File: config.mk
export PLATFORM = sky130hd
export DESIGN_NAME = lfu_cell
export DESIGN_NICKNAME = d
export VERILOG_FILES = /design/src/hdl/lfu_pkg.sv /design/src/hdl/lfu_cell.sv
export SDC_FILE = /design/constraint.sdc
export NUM_CORES = 1
export LEC_CHECK = 0
export ABC_AREA = 1
export BUFFER_PORTS_ARGS = -buffer_cell sky130_fd_sc_hd__buf_2
export CORE_AREA = 5 5 167 169
export CTS_BUF_LIST = sky130_fd_sc_hd__clkbuf_8
export DETAILED_ROUTE_END_ITERATION = 7
export DIE_AREA = 0 0 172 174
export HOLD_SLACK_MARGIN = 0.03
export PLACE_DENSITY = 0.5
export SLEW_MARGIN = 0
export SYNTH_ARGS = -nofsm -noshare
export SYNTH_HDL_FRONTEND = slang
export SYNTH_SLANG_ARGS = --single-unit
export TNS_END_PERCENT = 5
File: constraint.sdc
create_clock -name clk_i -period 7.9 [get_ports clk_i]
set_input_delay 0.395 -clock clk_i [delete_from_list [all_inputs] [get_ports clk_i]]
set_output_delay 0.395 -clock clk_i [all_outputs]
set_load 0.01 [all_outputs]
File: src/hdl/lfu_pkg.sv
`default_nettype none

package lfu_pkg;

  localparam int KeyW       = 32;
  localparam int ValW       = 32;
  localparam int CntW       = 32;
  localparam int ActW       = 5;
  localparam int EntriesDef = 16;

  localparam logic [ActW-1:0] ActiveReset = 5'd16;

  localparam logic OpGet = 1'b0;
  localparam logic OpPut = 1'b1;

  typedef struct packed {
    logic [KeyW-1:0] key;
    logic [ValW-1:0] value;
    logic [CntW-1:0] count;
  } entry_t;

  typedef struct packed {
    entry_t ent;
    logic   vld;
    logic   le;
    logic   mv;
  } link_t;

  typedef enum logic [1:0] {
    MODE_NONE   = 2'd0,
    MODE_TOUCH  = 2'd1,
    MODE_INSERT = 2'd2
  } mode_e;

  typedef struct packed {
    logic   en;
    mode_e  mode;
    entry_t ent;
  } cell_cmd_t;

  function automatic logic [CntW-1:0] sat_inc(input logic [CntW-1:0] cnt);
    sat_inc = (&cnt) ? cnt : cnt + CntW'(1);
  endfunction

endpackage

`default_nettype wire

File: src/hdl/lfu_cell.sv
`default_nettype none

module lfu_cell (
  input  wire logic                    clk_i,
  input  wire logic                    rst_ni,
  input  wire lfu_pkg::cell_cmd_t      cmd_i,
  input  wire logic [lfu_pkg::KeyW-1:0] req_key_i,
  input  wire logic                    pos_i,
  input  wire logic                    aft_i,
  input  wire lfu_pkg::link_t          left_i,
  input  wire lfu_pkg::link_t          right_i,
  output lfu_pkg::link_t               link_o,
  output logic                         match_o
);
  import lfu_pkg::*;

  entry_t ent_q, ent_d;
  logic   vld_q, vld_d;
  logic   le;
  logic   mv;

  assign le      = vld_q && (ent_q.count <= cmd_i.ent.count);
  assign mv      = aft_i && le;
  assign match_o = vld_q && (ent_q.key == req_key_i);
  assign link_o  = '{ent: ent_q, vld: vld_q, le: le, mv: mv};

  always_comb begin
    ent_d = ent_q;
    vld_d = vld_q;
    if (cmd_i.en) begin
      case (cmd_i.mode)
        MODE_TOUCH: begin
          if (pos_i || mv) begin
            ent_d = right_i.mv ? right_i.ent : cmd_i.ent;
          end
        end
        MODE_INSERT: begin
          if (!le) begin
            if (left_i.le) begin
              ent_d = cmd_i.ent;
              vld_d = 1'b1;
            end else begin
              ent_d = left_i.ent;
              vld_d = left_i.vld;
            end
          end
        end
        default: begin
        end
      endcase
    end
  end

  always_ff @(posedge clk_i or negedge rst_ni) begin
    if (!rst_ni) begin
      vld_q <= 1'b0;
    end else begin
      vld_q <= vld_d;
    end
  end

  always_ff @(posedge clk_i) begin
    ent_q <= ent_d;
  end

endmodule

`default_nettype wire
==> results_dict.tcl <==
set metrics [dict create \
    cts_max_path_buffers 2 \
    pre_cts_slack_ps 4010 \
    die-area_sq_um 29900 \
    setup.worst_path.end "link_o[35]" \
    stdcell_count 1616 \
    synth_area_per_cell_sq_um 7.78 \
    vias 7886 \
    dr.first_iter.drc_count 516 \
    io_pins 433 \
    hold_viol_final 0 \
    worst_pin_slew_ps 878 \
    report.final.slew_viol_count 0 \
    overflow 0 \
    required_ps 7910 \
    status "finished, final reports clean" \
    syn_nets 1247 \
    io_buffers 429 \
    wl_per_cell_um 18.8 \
    r2r-start "link_o[8]" \
    h-tree-depth 3 \
    crit_fanout 54 \
    final_util_pct 35.7 \
    synth-seq-cells 97 \
    cts_num_sinks 97 \
    finClkSkew_ps 23.7 \
    via_per_inst 4.88 \
    ys_types 31 \
    async_reset_ff_share_pct 1.03 \
    fp.dieH_um 174 \
    drc 0 \
    num_rows 60 \
    maxSlewHeadroom_pct 41.5 \
    die_x_um 172 \
    groute.usage.overall_pct 18.9 \
    drv_cap 0 \
    yosysSeqAreaShare_pct 42.4 \
    tns_ps 0 \
    p_leak_nw 4.33 \
    cts_buffers 9 \
    fp.coreArea_sq_um 26400 \
    grt_setup_unrepaired "no" \
    path_clk_slew_ps 110 \
    dp.cells 1594 \
    final_nets 1630 \
    ant_nets 0 \
    min_period_ps 3430 \
    ir_drop_uv 63.8 \
    wl_um 30500 \
    grt_pass1_vias 7645 \
    cts_tree "done" \
    antenna_found_initial 7 \
    synth_edf_count 96 \
    ys_warn_count 0 \
    cts_root_buffer "clkbuf_8" \
    drtPass1Iterations 5 \
    globalplace.congestion 0.893 \
    worst-setup-path-type "reg2reg" \
    start_util_pct 26.0 \
    layout_setup_ws_ps 4470 \
    synth_cells 882 \
    hold_path.class "in2reg" \
    postCtsSetupRepairBufs 0 \
    startpoint "link_o[8]" \
    post-route-period-util_pct 43.4 \
    dpl.hpwl_um 22900 \
    finalSetupViolations 0 \
    grt_pass1_wl_um 44000 \
    whs_ps 295 \
    synthToLayoutAreaGrowth_pct 37.4 \
    max_freq_ghz 0.292 \
    clk_latency_ps 380 \
    r2r_end "link_o[35]" \
    arrival_ps 3430 \
    netlist_area_sq_um 6860 \
    r2r_setup_slack_ps 4470 \
    grt_max_degree 73 \
    worstSetupStartpointType "register" \
    cp-end-kind "register" \
    power-per-cell-area_nw_per_um2 144 \
    drive_above_1_share_pct 36.6 \
    synth_flop_cell "edfxtp_1" \
    ff2ff_path_depth 15 \
]
-- sequential cells by signal, indices dropped and copies added (netlist names) --
name	flops
link_o	96
vld_q	1
-- cells in the final DEF, fill, tap and decap left out, types with 2 or more instances in the layout --
cell and count:
nand2_2 2, buf_4 8, buf_2 428, o22ai_1 72, inv_6 4, a21oi_1 107
a21o_1 2, ha_1 32, or2_2 5, o21ai_0 159, a221oi_1 6, a211oi_1 2
clkbuf_8 9, nand3_1 5, diode_2 5, nor2_2 2, inv_1 64, edfxtp_1 96
nand2_1 86, o21ai_1 9, xor2_1 2, nor2_1 143, clkinv_2 3, xnor2_1 6
nand4_1 6, a22o_1 2
-- power breakdown --
group	switching (W)	internal [W]	total, W
logic	0.000216	0.000154	0.000370
registers	0.0000181	0.000614	0.000632
clock network	0.000209	0.000151	0.000360
-- how the worst min path moves through the flow --
stage               cells past startpoint    end  slack, ps      start
finish                                  3  vld_q        300  cmd_i[98]
global route                            3  vld_q        270  cmd_i[98]
floorplan                               0  vld_q        100     rst_ni
CTS                                     3  vld_q        260  cmd_i[98]
global placement                        1  vld_q        170     rst_ni
detailed placement                      1  vld_q        170     rst_ni
-- critical path, stage by stage (launching register included) --
cell and delay, ps:
edfxtp_1 460, ha_1 310, a21oi_1 160, nor2_1 50, nor2_1 130, nand2_1 80, nand2_1 60, nand2_1 40
nand2_1 50, nand2_1 50, nand2_2 120, nand3_1 110, nand2_1 80, nand2_1 80, nand2_4 460, buf_4 700
-- per-layer routing --
metal	vias up	track usage, %	part of all wire, %
met2	320	33.3	50
met1	3621	22.7	40
met4	4	6.98	2.3
met3	41	3.53	7.4
li1	3900	-	-
met5	-	0	0.069
-- what timing repair did --
action,in CTS,in global routing
resized for setup,0,0
hold buffers,1,0
hold endpoints to repair,1,0
-- logic make-up (layout without fill, tap and decap cells) --
family                     Yosys count  count (layout)  synth area share, %
AOI/OAI and AO/OA                  360             360                 28.2
and+or+nand+nor                    253             253                 14.6
buffers and inverters              132             520                 7.95
DFF                                 97              97                 42.4
adders and majority gates           32              32                 5.83
xor gates and xnor gates             8               8                 1.02
other                                0               5                    0
-- cell usage after synthesis (9+ instances only) --
cell | number | area [sq um]
a21oi_1 | 107 | 536
buf_2 | 21 | 105
clkbuf_1 | 36 | 135
edfxtp_1 | 96 | 2880
ha_1 | 32 | 400
inv_1 | 64 | 240
nand2_1 | 87 | 327
nor2_1 | 143 | 537
o21ai_0 | 159 | 796
o21ai_1 | 9 | 45.0
o22ai_1 | 72 | 450
-- stage by stage --
stage               area, sq um  total power (W)
finish                     9430          0.00136
floorplan                  6860         0.000839
CTS                        9420          0.00138
global placement           9210          0.00101
global route               9430          0.00144
detailed placement         9210          0.00102
-- cell type report --
class / instances / area, sq um
fill: 2855 / 17000
tap: 341 / 427
clock buffer: 9 / 124
multi-input combinational: 653 / 3420
inverter: 67 / 255
antenna: 5 / 12.5
clock inverter: 7 / 75.1
timing repair buffer: 437 / 2210
sequential: 97 / 2910
Note: power is estimated with default switching activity, not from simulation.
